===== src/vnig_pkg.sv =====
// shared types, constants and helper functions of the voxel neighbor index generator
`timescale 1ns / 1ps

package vnig_pkg;

   localparam int IDX_W              = 27;
   localparam int CFG_W              = 10;
   localparam int MODE_W             = 2;
   localparam int CSR_IDX_W          = 2;
   localparam int NPOS               = 27;
   localparam int DEFAULT_MAX_EXTENT = 512;
   localparam int QUEUE_DEPTH        = 2;
   localparam int QUEUE_PTR_W        = $clog2(QUEUE_DEPTH);
   localparam int QUEUE_CNT_W        = $clog2(QUEUE_DEPTH + 1);

   typedef enum logic [MODE_W-1:0] {
      MODE_NONE,
      MODE_SIX,
      MODE_EIGHTEEN,
      MODE_TWENTY_SIX
   } conn_mode_type;

   typedef enum logic [CSR_IDX_W-1:0] {
      CSR_MODE,
      CSR_SIZE_X,
      CSR_SIZE_Y,
      CSR_SIZE_Z
   } csr_index_type;

   typedef struct packed {
      conn_mode_type    mode;
      logic [CFG_W-1:0] size_x;
      logic [CFG_W-1:0] size_y;
      logic [CFG_W-1:0] size_z;
   } cfg_type;

   localparam cfg_type CFG_RESET = '{
      mode:   MODE_NONE,
      size_x: CFG_W'(1),
      size_y: CFG_W'(1),
      size_z: CFG_W'(1)
   };

   typedef enum logic [2:0] {
      FRONT_IDLE,
      FRONT_PLANE,
      FRONT_VOLUME,
      FRONT_DIV_Z,
      FRONT_DIV_Y,
      FRONT_MASK,
      FRONT_PUSH
   } front_state_type;

   // n is the number of nonzero offset components
   function automatic logic conn_allowed(conn_mode_type mode, int n);
      case (mode)
         MODE_SIX:        return n == 1;
         MODE_EIGHTEEN:   return (n == 1) || (n == 2);
         MODE_TWENTY_SIX: return n >= 1;
         default:         return 1'b0;
      endcase
   endfunction

   // two's complement code of an offset of -1, 0 or 1
   function automatic logic [1:0] off_code(int d);
      if (d == 1) begin
         return 2'b01;
      end
      if (d == -1) begin
         return 2'b11;
      end
      return 2'b00;
   endfunction

endpackage


===== src/voxel_neighbor_index_generator_top.sv =====
// top level of the voxel neighbor index generator with its configuration registers
`timescale 1ns / 1ps

// Input items (req_voxel_index) are pushed with req_push while req_full is low.
// Result items come out oldest first while rsp_empty is low and leave on rsp_pop.
// Configuration: csr_write with csr_index 0 mode, 1 size_x, 2 size_y, 3 size_z.
// The front splits the index into coordinates with a shared shift-subtract
// divider, one quotient bit a cycle; an out-of-grid item skips the divider.
// A one-item input buffer takes the next item while the current one is split.
// A two-entry job queue sits between front and back, so either side stalls alone.
// The back emits one result item a cycle from the neighbor mask while the
// output register is free, up to 26 per input item, or one found=0 item for an
// empty run.
// When rsp_pop stays low the output register, back and queue fill, then the
// front holds its job and req_full rises.
// Reset (synchronous, active high) empties all stages and sets mode 0 and all
// grid extents to 1.

module voxel_neighbor_index_generator_top #(
   parameter int MAX_EXTENT = vnig_pkg::DEFAULT_MAX_EXTENT
) (
   input  logic                           clock,
   input  logic                           reset,
   input  logic                           req_push,
   input  logic [vnig_pkg::IDX_W-1:0]     req_voxel_index,
   output logic                           req_full,
   output logic                           rsp_empty,
   input  logic                           rsp_pop,
   output logic [vnig_pkg::IDX_W-1:0]     rsp_neighbor_index,
   output logic signed [1:0]              rsp_offset_x,
   output logic signed [1:0]              rsp_offset_y,
   output logic signed [1:0]              rsp_offset_z,
   output logic                           rsp_found,
   output logic                           rsp_index_in_range,
   output logic                           rsp_last,
   input  logic                           csr_write,
   input  logic [vnig_pkg::CSR_IDX_W-1:0] csr_index,
   input  logic [vnig_pkg::CFG_W-1:0]     csr_data
);
   import vnig_pkg::*;

   localparam int EXT_W   = $clog2(MAX_EXTENT + 1);
   localparam int PLANE_W = 2 * EXT_W;
   localparam int JOB_W   = IDX_W + EXT_W + PLANE_W + NPOS + 1;

   cfg_type cfg_ff, cfg_in;

   logic             fq_valid, fq_ready;
   logic [JOB_W-1:0] fq_data;
   logic             qb_valid, qb_ready;
   logic [JOB_W-1:0] qb_data;

   always_comb begin
      cfg_in = cfg_ff;
      if (csr_write) begin
         case (csr_index_type'(csr_index))
            CSR_MODE:   cfg_in.mode   = conn_mode_type'(csr_data[MODE_W-1:0]);
            CSR_SIZE_X: cfg_in.size_x = csr_data;
            CSR_SIZE_Y: cfg_in.size_y = csr_data;
            CSR_SIZE_Z: cfg_in.size_z = csr_data;
            default: ;
         endcase
      end
   end

   always_ff @(posedge clock) begin
      if (reset) begin
         cfg_ff <= CFG_RESET;
      end else begin
         cfg_ff <= cfg_in;
      end
   end

   vnig_front #(
      .MAX_EXTENT(MAX_EXTENT)
   ) u_front (
      .clock           (clock),
      .reset           (reset),
      .cfg             (cfg_ff),
      .req_push        (req_push),
      .req_voxel_index (req_voxel_index),
      .req_full        (req_full),
      .job_valid       (fq_valid),
      .job_data        (fq_data),
      .job_ready       (fq_ready)
   );

   vnig_queue #(
      .WIDTH(JOB_W)
   ) u_queue (
      .clock     (clock),
      .reset     (reset),
      .in_valid  (fq_valid),
      .in_data   (fq_data),
      .in_ready  (fq_ready),
      .out_valid (qb_valid),
      .out_data  (qb_data),
      .out_ready (qb_ready)
   );

   vnig_back #(
      .MAX_EXTENT(MAX_EXTENT)
   ) u_back (
      .clock              (clock),
      .reset              (reset),
      .job_valid          (qb_valid),
      .job_data           (qb_data),
      .job_ready          (qb_ready),
      .rsp_empty          (rsp_empty),
      .rsp_pop            (rsp_pop),
      .rsp_neighbor_index (rsp_neighbor_index),
      .rsp_offset_x       (rsp_offset_x),
      .rsp_offset_y       (rsp_offset_y),
      .rsp_offset_z       (rsp_offset_z),
      .rsp_found          (rsp_found),
      .rsp_index_in_range (rsp_index_in_range),
      .rsp_last           (rsp_last)
   );

endmodule


===== src/vnig_queue.sv =====
// short queue of classified jobs between the front and the back
`timescale 1ns / 1ps

module vnig_queue #(
   parameter int WIDTH = 8
) (
   input  logic             clock,
   input  logic             reset,
   input  logic             in_valid,
   input  logic [WIDTH-1:0] in_data,
   output logic             in_ready,
   output logic             out_valid,
   output logic [WIDTH-1:0] out_data,
   input  logic             out_ready
);
   import vnig_pkg::*;

   logic [WIDTH-1:0]       entry_ff [QUEUE_DEPTH];
   logic [QUEUE_PTR_W-1:0] wr_ptr_ff, wr_ptr_in;
   logic [QUEUE_PTR_W-1:0] rd_ptr_ff, rd_ptr_in;
   logic [QUEUE_CNT_W-1:0] count_ff, count_in;
   logic                   do_push, do_pop;

   assign in_ready  = count_ff != QUEUE_CNT_W'(QUEUE_DEPTH);
   assign out_valid = count_ff != '0;
   assign out_data  = entry_ff[rd_ptr_ff];
   assign do_push   = in_valid && in_ready;
   assign do_pop    = out_ready && out_valid;

   always_comb begin
      wr_ptr_in = wr_ptr_ff;
      rd_ptr_in = rd_ptr_ff;
      count_in  = count_ff;
      if (do_push) begin
         wr_ptr_in = (wr_ptr_ff == QUEUE_PTR_W'(QUEUE_DEPTH - 1)) ? '0
                     : wr_ptr_ff + QUEUE_PTR_W'(1);
      end
      if (do_pop) begin
         rd_ptr_in = (rd_ptr_ff == QUEUE_PTR_W'(QUEUE_DEPTH - 1)) ? '0
                     : rd_ptr_ff + QUEUE_PTR_W'(1);
      end
      if (do_push && !do_pop) begin
         count_in = count_ff + QUEUE_CNT_W'(1);
      end else if (do_pop && !do_push) begin
         count_in = count_ff - QUEUE_CNT_W'(1);
      end
   end

   always_ff @(posedge clock) begin
      if (reset) begin
         wr_ptr_ff <= '0;
         rd_ptr_ff <= '0;
         count_ff  <= '0;
      end else begin
         wr_ptr_ff <= wr_ptr_in;
         rd_ptr_ff <= rd_ptr_in;
         count_ff  <= count_in;
      end
   end

   always_ff @(posedge clock) begin
      if (do_push) begin
         entry_ff[wr_ptr_ff] <= in_data;
      end
   end

endmodule


===== src/vnig_front.sv =====
// front: takes voxel indexes, splits them into coordinates and builds the neighbor mask
`timescale 1ns / 1ps

module vnig_front #(
   parameter  int MAX_EXTENT = vnig_pkg::DEFAULT_MAX_EXTENT,
   localparam int EXT_W      = $clog2(MAX_EXTENT + 1),
   localparam int PLANE_W    = 2 * EXT_W,
   localparam int JOB_W      = vnig_pkg::IDX_W + EXT_W + PLANE_W + vnig_pkg::NPOS + 1
) (
   input  logic                       clock,
   input  logic                       reset,
   input  vnig_pkg::cfg_type          cfg,
   input  logic                       req_push,
   input  logic [vnig_pkg::IDX_W-1:0] req_voxel_index,
   output logic                       req_full,
   output logic                       job_valid,
   output logic [JOB_W-1:0]           job_data,
   input  logic                       job_ready
);
   import vnig_pkg::*;

   localparam int SH_W  = PLANE_W + EXT_W - 1;
   localparam int CMP_W = (SH_W > IDX_W) ? SH_W : IDX_W;
   localparam int VOL_W = PLANE_W + EXT_W;
   localparam int G_W   = (VOL_W > IDX_W) ? VOL_W : IDX_W;
   localparam int CNT_W = $clog2(EXT_W);
   localparam int CL_W  = (CFG_W > EXT_W) ? CFG_W : EXT_W;

   front_state_type state_ff, state_in;

   logic             buf_valid_ff, buf_valid_in;
   logic [IDX_W-1:0] buf_idx_ff, buf_idx_in;

   logic [IDX_W-1:0]   idx_ff, idx_in;
   logic [PLANE_W-1:0] plane_ff, plane_in;
   logic               inr_ff, inr_in;
   logic [IDX_W-1:0]   rem_ff, rem_in;
   logic [SH_W-1:0]    div_sh_ff, div_sh_in;
   logic [EXT_W-1:0]   quot_ff, quot_in;
   logic [CNT_W-1:0]   cnt_ff, cnt_in;
   logic [EXT_W-1:0]   cz_ff, cz_in;
   logic [EXT_W-1:0]   cy_ff, cy_in;
   logic [NPOS-1:0]    mask_ff, mask_in;

   logic [EXT_W-1:0] sxc, syc, szc;
   logic [VOL_W-1:0] volume;
   logic             in_grid;
   logic             take;
   logic             step_ge;
   logic [IDX_W-1:0] rem_next;
   logic [EXT_W-1:0] quot_next;
   logic             step_done;
   logic [EXT_W-1:0] cx;
   logic             x_lo, x_hi, y_lo, y_hi, z_lo, z_hi;
   logic [NPOS-1:0]  mask_calc;

   // extents above the limit are taken as the limit
   function automatic logic [EXT_W-1:0] clamp(logic [CFG_W-1:0] v);
      logic [CL_W-1:0] ext;
      ext = CL_W'(v);
      if (ext > CL_W'(MAX_EXTENT)) begin
         ext = CL_W'(MAX_EXTENT);
      end
      return EXT_W'(ext);
   endfunction

   assign sxc = clamp(cfg.size_x);
   assign syc = clamp(cfg.size_y);
   assign szc = clamp(cfg.size_z);

   assign req_full = buf_valid_ff;

   // next state
   always_comb begin
      state_in = state_ff;
      case (state_ff)
         FRONT_IDLE: begin
            if (buf_valid_ff) begin
               state_in = FRONT_PLANE;
            end
         end
         FRONT_PLANE: begin
            state_in = FRONT_VOLUME;
         end
         FRONT_VOLUME: begin
            state_in = in_grid ? FRONT_DIV_Z : FRONT_PUSH;
         end
         FRONT_DIV_Z: begin
            if (step_done) begin
               state_in = FRONT_DIV_Y;
            end
         end
         FRONT_DIV_Y: begin
            if (step_done) begin
               state_in = FRONT_MASK;
            end
         end
         FRONT_MASK: begin
            state_in = FRONT_PUSH;
         end
         FRONT_PUSH: begin
            if (job_ready) begin
               state_in = FRONT_IDLE;
            end
         end
         default: begin
            state_in = FRONT_IDLE;
         end
      endcase
   end

   // outputs
   always_comb begin
      take      = 1'b0;
      job_valid = 1'b0;
      case (state_ff)
         FRONT_IDLE: take      = buf_valid_ff;
         FRONT_PUSH: job_valid = 1'b1;
         default: ;
      endcase
   end

   // one-item input buffer so the next item waits while this one is split
   always_comb begin
      buf_valid_in = buf_valid_ff;
      buf_idx_in   = buf_idx_ff;
      if (req_push && !req_full) begin
         buf_valid_in = 1'b1;
         buf_idx_in   = req_voxel_index;
      end else if (take) begin
         buf_valid_in = 1'b0;
      end
   end

   assign volume  = VOL_W'(plane_ff * szc);
   assign in_grid = G_W'(idx_ff) < G_W'(volume);

   // restoring divider step, one quotient bit a cycle
   assign step_ge   = CMP_W'(rem_ff) >= CMP_W'(div_sh_ff);
   assign rem_next  = step_ge ? IDX_W'(CMP_W'(rem_ff) - CMP_W'(div_sh_ff)) : rem_ff;
   assign quot_next = {quot_ff[EXT_W-2:0], step_ge};
   assign step_done = cnt_ff == CNT_W'(EXT_W - 1);

   assign cx   = rem_ff[EXT_W-1:0];
   assign x_lo = cx != '0;
   assign y_lo = cy_ff != '0;
   assign z_lo = cz_ff != '0;
   assign x_hi = ({1'b0, cx} + (EXT_W + 1)'(1)) < {1'b0, sxc};
   assign y_hi = ({1'b0, cy_ff} + (EXT_W + 1)'(1)) < {1'b0, syc};
   assign z_hi = ({1'b0, cz_ff} + (EXT_W + 1)'(1)) < {1'b0, szc};

   // walk position p = (dz+1)*9 + (dy+1)*3 + (dx+1)
   always_comb begin
      int dx, dy, dz, n;
      logic ok_x, ok_y, ok_z;
      for (int p = 0; p < NPOS; p++) begin
         dx = (p % 3) - 1;
         dy = ((p / 3) % 3) - 1;
         dz = (p / 9) - 1;
         n  = int'(dx != 0) + int'(dy != 0) + int'(dz != 0);
         ok_x = (dx == -1) ? x_lo : (dx == 1) ? x_hi : 1'b1;
         ok_y = (dy == -1) ? y_lo : (dy == 1) ? y_hi : 1'b1;
         ok_z = (dz == -1) ? z_lo : (dz == 1) ? z_hi : 1'b1;
         mask_calc[p] = conn_allowed(cfg.mode, n) && ok_x && ok_y && ok_z;
      end
   end

   always_comb begin
      idx_in    = idx_ff;
      plane_in  = plane_ff;
      inr_in    = inr_ff;
      rem_in    = rem_ff;
      div_sh_in = div_sh_ff;
      quot_in   = quot_ff;
      cnt_in    = cnt_ff;
      cz_in     = cz_ff;
      cy_in     = cy_ff;
      mask_in   = mask_ff;
      case (state_ff)
         FRONT_IDLE: begin
            if (take) begin
               idx_in = buf_idx_ff;
            end
         end
         FRONT_PLANE: begin
            plane_in = PLANE_W'(sxc * syc);
         end
         FRONT_VOLUME: begin
            inr_in    = in_grid;
            rem_in    = idx_ff;
            div_sh_in = SH_W'(plane_ff) << (EXT_W - 1);
            quot_in   = '0;
            cnt_in    = '0;
            mask_in   = '0;
         end
         FRONT_DIV_Z: begin
            rem_in    = rem_next;
            quot_in   = quot_next;
            cnt_in    = cnt_ff + CNT_W'(1);
            div_sh_in = div_sh_ff >> 1;
            if (step_done) begin
               // z done, the remainder now splits by size_x
               cz_in     = quot_next;
               quot_in   = '0;
               cnt_in    = '0;
               div_sh_in = SH_W'(sxc) << (EXT_W - 1);
            end
         end
         FRONT_DIV_Y: begin
            rem_in    = rem_next;
            quot_in   = quot_next;
            cnt_in    = cnt_ff + CNT_W'(1);
            div_sh_in = div_sh_ff >> 1;
            if (step_done) begin
               cy_in = quot_next;
            end
         end
         FRONT_MASK: begin
            mask_in = mask_calc;
         end
         default: ;
      endcase
   end

   assign job_data = {inr_ff, mask_ff, plane_ff, sxc, idx_ff};

   always_ff @(posedge clock) begin
      if (reset) begin
         state_ff     <= FRONT_IDLE;
         buf_valid_ff <= 1'b0;
      end else begin
         state_ff     <= state_in;
         buf_valid_ff <= buf_valid_in;
      end
   end

   always_ff @(posedge clock) begin
      buf_idx_ff <= buf_idx_in;
      idx_ff     <= idx_in;
      plane_ff   <= plane_in;
      inr_ff     <= inr_in;
      rem_ff     <= rem_in;
      div_sh_ff  <= div_sh_in;
      quot_ff    <= quot_in;
      cnt_ff     <= cnt_in;
      cz_ff      <= cz_in;
      cy_ff      <= cy_in;
      mask_ff    <= mask_in;
   end

endmodule


===== src/vnig_back.sv =====
// back: walks each job's neighbor mask, one result a cycle unless stalled
`timescale 1ns / 1ps

module vnig_back #(
   parameter  int MAX_EXTENT = vnig_pkg::DEFAULT_MAX_EXTENT,
   localparam int EXT_W      = $clog2(MAX_EXTENT + 1),
   localparam int PLANE_W    = 2 * EXT_W,
   localparam int JOB_W      = vnig_pkg::IDX_W + EXT_W + PLANE_W + vnig_pkg::NPOS + 1
) (
   input  logic                       clock,
   input  logic                       reset,
   input  logic                       job_valid,
   input  logic [JOB_W-1:0]           job_data,
   output logic                       job_ready,
   output logic                       rsp_empty,
   input  logic                       rsp_pop,
   output logic [vnig_pkg::IDX_W-1:0] rsp_neighbor_index,
   output logic signed [1:0]          rsp_offset_x,
   output logic signed [1:0]          rsp_offset_y,
   output logic signed [1:0]          rsp_offset_z,
   output logic                       rsp_found,
   output logic                       rsp_index_in_range,
   output logic                       rsp_last
);
   import vnig_pkg::*;

   localparam int SUM_W = ((PLANE_W > IDX_W) ? PLANE_W : IDX_W) + 2;

   logic               cur_valid_ff, cur_valid_in;
   logic [IDX_W-1:0]   cur_idx_ff, cur_idx_in;
   logic [EXT_W-1:0]   cur_sx_ff, cur_sx_in;
   logic [PLANE_W-1:0] cur_plane_ff, cur_plane_in;
   logic               cur_inr_ff, cur_inr_in;
   logic [NPOS-1:0]    rem_mask_ff, rem_mask_in;

   logic             out_valid_ff, out_valid_in;
   logic [IDX_W-1:0] out_idx_ff, out_idx_in;
   logic [1:0]       out_ox_ff, out_ox_in;
   logic [1:0]       out_oy_ff, out_oy_in;
   logic [1:0]       out_oz_ff, out_oz_in;
   logic             out_found_ff, out_found_in;
   logic             out_inr_ff, out_inr_in;
   logic             out_last_ff, out_last_in;

   logic [IDX_W-1:0]   j_idx;
   logic [EXT_W-1:0]   j_sx;
   logic [PLANE_W-1:0] j_plane;
   logic [NPOS-1:0]    j_mask;
   logic               j_inr;

   logic [NPOS-1:0]  hit_low, rest_mask;
   logic             has_hit;
   logic [1:0]       ox, oy, oz;
   logic [SUM_W-1:0] tx, ty, tz, nsum;
   logic             out_free, advance, at_end, finish, job_take;

   assign j_idx   = job_data[IDX_W-1:0];
   assign j_sx    = job_data[IDX_W +: EXT_W];
   assign j_plane = job_data[IDX_W + EXT_W +: PLANE_W];
   assign j_mask  = job_data[IDX_W + EXT_W + PLANE_W +: NPOS];
   assign j_inr   = job_data[JOB_W-1];

   // lowest remaining neighbor in walk order
   assign hit_low   = rem_mask_ff & (~rem_mask_ff + NPOS'(1));
   assign rest_mask = rem_mask_ff & (rem_mask_ff - NPOS'(1));
   assign has_hit   = rem_mask_ff != '0;

   always_comb begin
      ox = 2'b00;
      oy = 2'b00;
      oz = 2'b00;
      for (int p = 0; p < NPOS; p++) begin
         if (hit_low[p]) begin
            ox = ox | off_code((p % 3) - 1);
            oy = oy | off_code(((p / 3) % 3) - 1);
            oz = oz | off_code((p / 9) - 1);
         end
      end
   end

   // neighbor = centre + dx + dy*size_x + dz*plane, modulo the sum width
   always_comb begin
      tx = (ox == 2'b01) ? SUM_W'(1) : (ox == 2'b11) ? {SUM_W{1'b1}} : '0;
      ty = (oy == 2'b01) ? SUM_W'(cur_sx_ff)
         : (oy == 2'b11) ? SUM_W'(0) - SUM_W'(cur_sx_ff) : '0;
      tz = (oz == 2'b01) ? SUM_W'(cur_plane_ff)
         : (oz == 2'b11) ? SUM_W'(0) - SUM_W'(cur_plane_ff) : '0;
      nsum = SUM_W'(cur_idx_ff) + tx + ty + tz;
   end

   assign out_free  = !out_valid_ff || rsp_pop;
   assign advance   = cur_valid_ff && out_free;
   assign at_end    = !has_hit || (rest_mask == '0);
   assign finish    = advance && at_end;
   assign job_take  = job_valid && (!cur_valid_ff || finish);
   assign job_ready = !cur_valid_ff || finish;

   always_comb begin
      cur_valid_in = cur_valid_ff;
      cur_idx_in   = cur_idx_ff;
      cur_sx_in    = cur_sx_ff;
      cur_plane_in = cur_plane_ff;
      cur_inr_in   = cur_inr_ff;
      rem_mask_in  = rem_mask_ff;
      if (job_take) begin
         cur_valid_in = 1'b1;
         cur_idx_in   = j_idx;
         cur_sx_in    = j_sx;
         cur_plane_in = j_plane;
         cur_inr_in   = j_inr;
         rem_mask_in  = j_mask;
      end else if (finish) begin
         cur_valid_in = 1'b0;
      end else if (advance) begin
         rem_mask_in = rest_mask;
      end
   end

   always_comb begin
      out_valid_in = out_valid_ff;
      out_idx_in   = out_idx_ff;
      out_ox_in    = out_ox_ff;
      out_oy_in    = out_oy_ff;
      out_oz_in    = out_oz_ff;
      out_found_in = out_found_ff;
      out_inr_in   = out_inr_ff;
      out_last_in  = out_last_ff;
      if (advance) begin
         // an empty mask gives the single found=0 item
         out_valid_in = 1'b1;
         out_idx_in   = has_hit ? IDX_W'(nsum) : '0;
         out_ox_in    = ox;
         out_oy_in    = oy;
         out_oz_in    = oz;
         out_found_in = has_hit;
         out_inr_in   = cur_inr_ff;
         out_last_in  = at_end;
      end else if (rsp_pop) begin
         out_valid_in = 1'b0;
      end
   end

   assign rsp_empty          = !out_valid_ff;
   assign rsp_neighbor_index = out_idx_ff;
   assign rsp_offset_x       = $signed(out_ox_ff);
   assign rsp_offset_y       = $signed(out_oy_ff);
   assign rsp_offset_z       = $signed(out_oz_ff);
   assign rsp_found          = out_found_ff;
   assign rsp_index_in_range = out_inr_ff;
   assign rsp_last           = out_last_ff;

   always_ff @(posedge clock) begin
      if (reset) begin
         cur_valid_ff <= 1'b0;
         out_valid_ff <= 1'b0;
      end else begin
         cur_valid_ff <= cur_valid_in;
         out_valid_ff <= out_valid_in;
      end
   end

   always_ff @(posedge clock) begin
      cur_idx_ff   <= cur_idx_in;
      cur_sx_ff    <= cur_sx_in;
      cur_plane_ff <= cur_plane_in;
      cur_inr_ff   <= cur_inr_in;
      rem_mask_ff  <= rem_mask_in;
      out_idx_ff   <= out_idx_in;
      out_ox_ff    <= out_ox_in;
      out_oy_ff    <= out_oy_in;
      out_oz_ff    <= out_oz_in;
      out_found_ff <= out_found_in;
      out_inr_ff   <= out_inr_in;
      out_last_ff  <= out_last_in;
   end

endmodule

===== config.mk =====
export PLATFORM = sky130hd
export DESIGN_NAME = voxel_neighbor_index_generator_top
export DESIGN_NICKNAME = d
export VERILOG_FILES = /design/src/vnig_pkg.sv /design/src/voxel_neighbor_index_generator_top.sv /design/src/vnig_queue.sv /design/src/vnig_front.sv /design/src/vnig_back.sv
export SDC_FILE = /design/constraint.sdc
export NUM_CORES = 2
export LEC_CHECK = 0
export BUFFER_PORTS_ARGS = -buffer_cell sky130_fd_sc_hd__buf_2
export CAP_MARGIN = 20
export CORE_MARGIN = 5
export CORE_UTILIZATION = 60
export DETAILED_ROUTE_END_ITERATION = 7
export PLACE_DENSITY = 0.75
export REMOVE_ABC_BUFFERS = 1
export SETUP_SLACK_MARGIN = 0.5
export SYNTH_ARGS = -nofsm -noshare
export SYNTH_HDL_FRONTEND = slang
export SYNTH_SLANG_ARGS = --single-unit

===== constraint.sdc =====
create_clock -name clock -period 23.9 [get_ports clock]
set_input_delay 5.975 -clock clock [delete_from_list [all_inputs] [get_ports clock]]
set_output_delay 5.975 -clock clock [all_outputs]
set_load 0.03 [all_outputs]

==> qor.txt <==
Post-synth ARST share - 0
CP max FO - 16
most frequent cell after synthesis - edfxtp_1
Sw Share - 0.412
overall routing resource usage - 0.262
RSZ-0062 raised after global routing - false
P_leak - 16.2 nW
Synth area leaders - edfxtp_1 41%, fa_1 15%, ha_1 8.6%
Max Slew Vio Count - 0
final net count - 3,735
WL/cell - 20.6 µm
Final Hold Viols - 0
Gate power share - 0.516
cell-internal power - 3.00 mW
Setup TNS Final - 0 ns
placed wire-length estimate - 61.6 mm
Die H - 251 µm
Area Overhead vs Synth - 9.69%
Post-synth EDFFs - 479
Hold-fix buffers, CTS - 0
drt via density - 5.90
max-cap viol count - 0
area share of the largest cell type after synthesis - 0.414
cells on worst reg2reg path - 32
clk sink count - 522
cell mode on critical path - fa_1
die area - 0.0628 mm²
Commonest cells post-synth - 479 x edfxtp_1, 388 x inv_1, 363 x nand2_1
# DRC - 0
Final Wtd Congestion - 0.944
Die Wd - 251 µm
min cycle time layout - 9.68 ns
Total Power - 5.10 mW
longest individual stage delay on the worst path - 0.80 ns
final core occ - 0.662
I/O Buffers - 81
clock-pin slew on the worst setup and hold paths - 0.07 ns
worst vdd ir - 0.182 mV
sequential area share after synthesis - 0.439
total gr overflow - 0
flop-to-flop setup slack - 14.22 ns
critical path data arrival time - 10.08 ns
critical path's slowest cell - o41ai_2
WL final - 82.7 mm
CTS root buffer - clkbuf_16
area post-placement - 0.0360 mm²
Initial Utilization - 0.603
Psw - 2.10 mW
min-delay worst type - register to register
CP required - 24.30 ns
largest net degree at the start of global routing - 73
CP bufs+invs - 5
Top FF cell, synth - edfxtp_1
total CTS buffers - 56
CTS tree - built
Hold Slack - 0.415 ns
number of detailed-route iterations in the first pass - 6
CTS resizes - 0
Core ar. - 0.0576 mm²
Crit path depth - 32
vias in the first global route - 24,094
Hold Crit Depth - 0
critical path class - register to register
Fmax - 0.103 GHz
clock group share of total power - 0.186
Final ANT Viol Nets - 0
# IOs - 82
slew margin rel. - 0.294
sequential power share - 0.297
Avg Cell Area, Syn - 11.1 µm²
Worst setup EP type - register
mapped cell area - 0.0348 mm²
Distinct cells, synth - 82
Initial DRC Count - 1,871
clock buffer depth - 3
Worst Setup Start Kind - register
register bit total from synthesis - 522
number of core rows - 88
area leader, netlist - edfxtp_1
layout cells sized above 1 - 0.0948
Yosys Warn Count - 0
Slew @ Worst Pin - 1.06 ns
outcome - finished clean
pwr dens - 134 mW/mm²
Max H-tree Level - 2
clk_lat worst skew - 0.64 ns
DR vias - 23,691
Final Skew - 0.0361 ns
Setup-failing EPs final - 0
post-route cell area - 0.0381 mm²
antenna violations before repair - 1
first-pass GRT wire length - 131 mm
period utilisation layout - 0.405
CP delay by family, top - adder cells
Post-Syn Instances - 3,133
Setup Buffers After CTS - 0
==> worst reg2reg max path, delay by kind of cell (launching register included) <==
family,cells,cell delay (ns)
AO/OA/AOI/OAI,12,2.86
XOR/XNOR,1,0.16
adder cells (fa/ha/maj),7,3.29
buffers and inverters,5,0.46
flip-flops,1,0.39
AND/OR/NAND/NOR,7,2.32
==> final timing paths <==
check                         start                  to
min          u_front.buf_idx_ff[17]  u_front.idx_ff[17]
max reg2reg               cfg_ff[6]      u_front.inr_ff
max                       cfg_ff[6]      u_front.inr_ff
min reg2reg  u_front.buf_idx_ff[17]  u_front.idx_ff[17]
==> final cells by class <==
| type | count | area [µm²] |
|---|---|---|
| antenna | 1 | 2.50 |
| clock buffer | 59 | 1410 |
| clock inverter | 47 | 641 |
| fill | 4234 | 19500 |
| inverter | 400 | 1500 |
| multi-input combinational | 2108 | 17700 |
| sequential | 522 | 15200 |
| tap | 765 | 957 |
| timing repair buffer | 113 | 687 |
==> per-layer routing <==
metal,wire length [µm],up-vias,GRT usage
met3,5480,198,0.0414
met1,34500,11744,0.362
met2,39200,819,0.426
li1,-,10930,-
met4,3520,0,0.0953
met5,0,-,0
==> sequential cells by signal, indices dropped and copies added (netlist names), 3 cells and up, named ones only <==
register                   cells
u_queue.entry_ff             168
cfg_ff                        32
u_front.div_sh_ff             29
u_back.cur_idx_ff             27
u_back.rem_mask_ff            27
u_back.rsp_neighbor_index     27
u_front.buf_idx_ff            27
u_front.idx_ff                27
u_front.rem_ff                27
u_front.mask_ff               26
u_back.cur_plane_ff           20
u_front.plane_ff              20
u_back.cur_sx_ff              10
u_front.cy_ff                 10
u_front.cz_ff                 10
u_front.quot_ff                9
u_front.cnt_ff                 4
u_front.state_ff               3
==> power by group through the flow <==
stage / combinational, mW / clock (mW) / sequential, mW
after floorplan: 1.97 / 0 / 1.54
after global placement: 2.49 / 0 / 1.52
after detailed placement: 2.58 / 0 / 1.53
after CTS: 2.61 / 0.962 / 1.51
after global routing: 2.97 / 1.01 / 1.53
final: 2.63 / 0.950 / 1.52
==> cells in the final DEF (no fill, tap or decap), types with 18 or more instances in the layout <==
cell type,synthesis,layout
edfxtp_1,479,479
inv_1,388,387
nand2_1,363,363
fa_1,252,252
ha_1,238,238
nor2_1,199,199
a21oi_1,139,139
buf_2,5,82
o21ai_0,82,80
xnor2_1,78,78
and2_1,69,68
nand3_1,59,59
mux2_2,59,59
clkbuf_16,0,56
xor2_1,53,53
nor3_1,54,52
a21o_1,43,43
dfxtp_1,43,42
and3_1,41,41
nor2b_1,33,31
mux2i_1,31,31
buf_4,0,28
nand2b_1,20,20
o21a_1,20,20
o21ai_1,17,18
==> per-stage QoR <==
step / setup slack (ns) / std cells
final: 14.22 / 4015
after global routing: 13.39 / 4014
after CTS: 14.33 / 4011
after detailed placement: 14.32 / 3905
after global placement: 14.19 / 3903
after floorplan: 14.56 / 3030
==> cells by family (layout without fill, tap and decap cells) <==
group           after synthesis  after routing  share of synthesized area
compound gates              474            474                     0.0893
xor+xnor                    131            131                     0.0330
fa+ha+maj                   491            491                      0.231
buf+inv                     503            619                     0.0549
flops                       522            522                      0.439
mux                          90             90                     0.0280
other cells                   0              1                          0
simple gates                922            922                      0.125
Note: power is estimated with default switching activity, not from simulation.
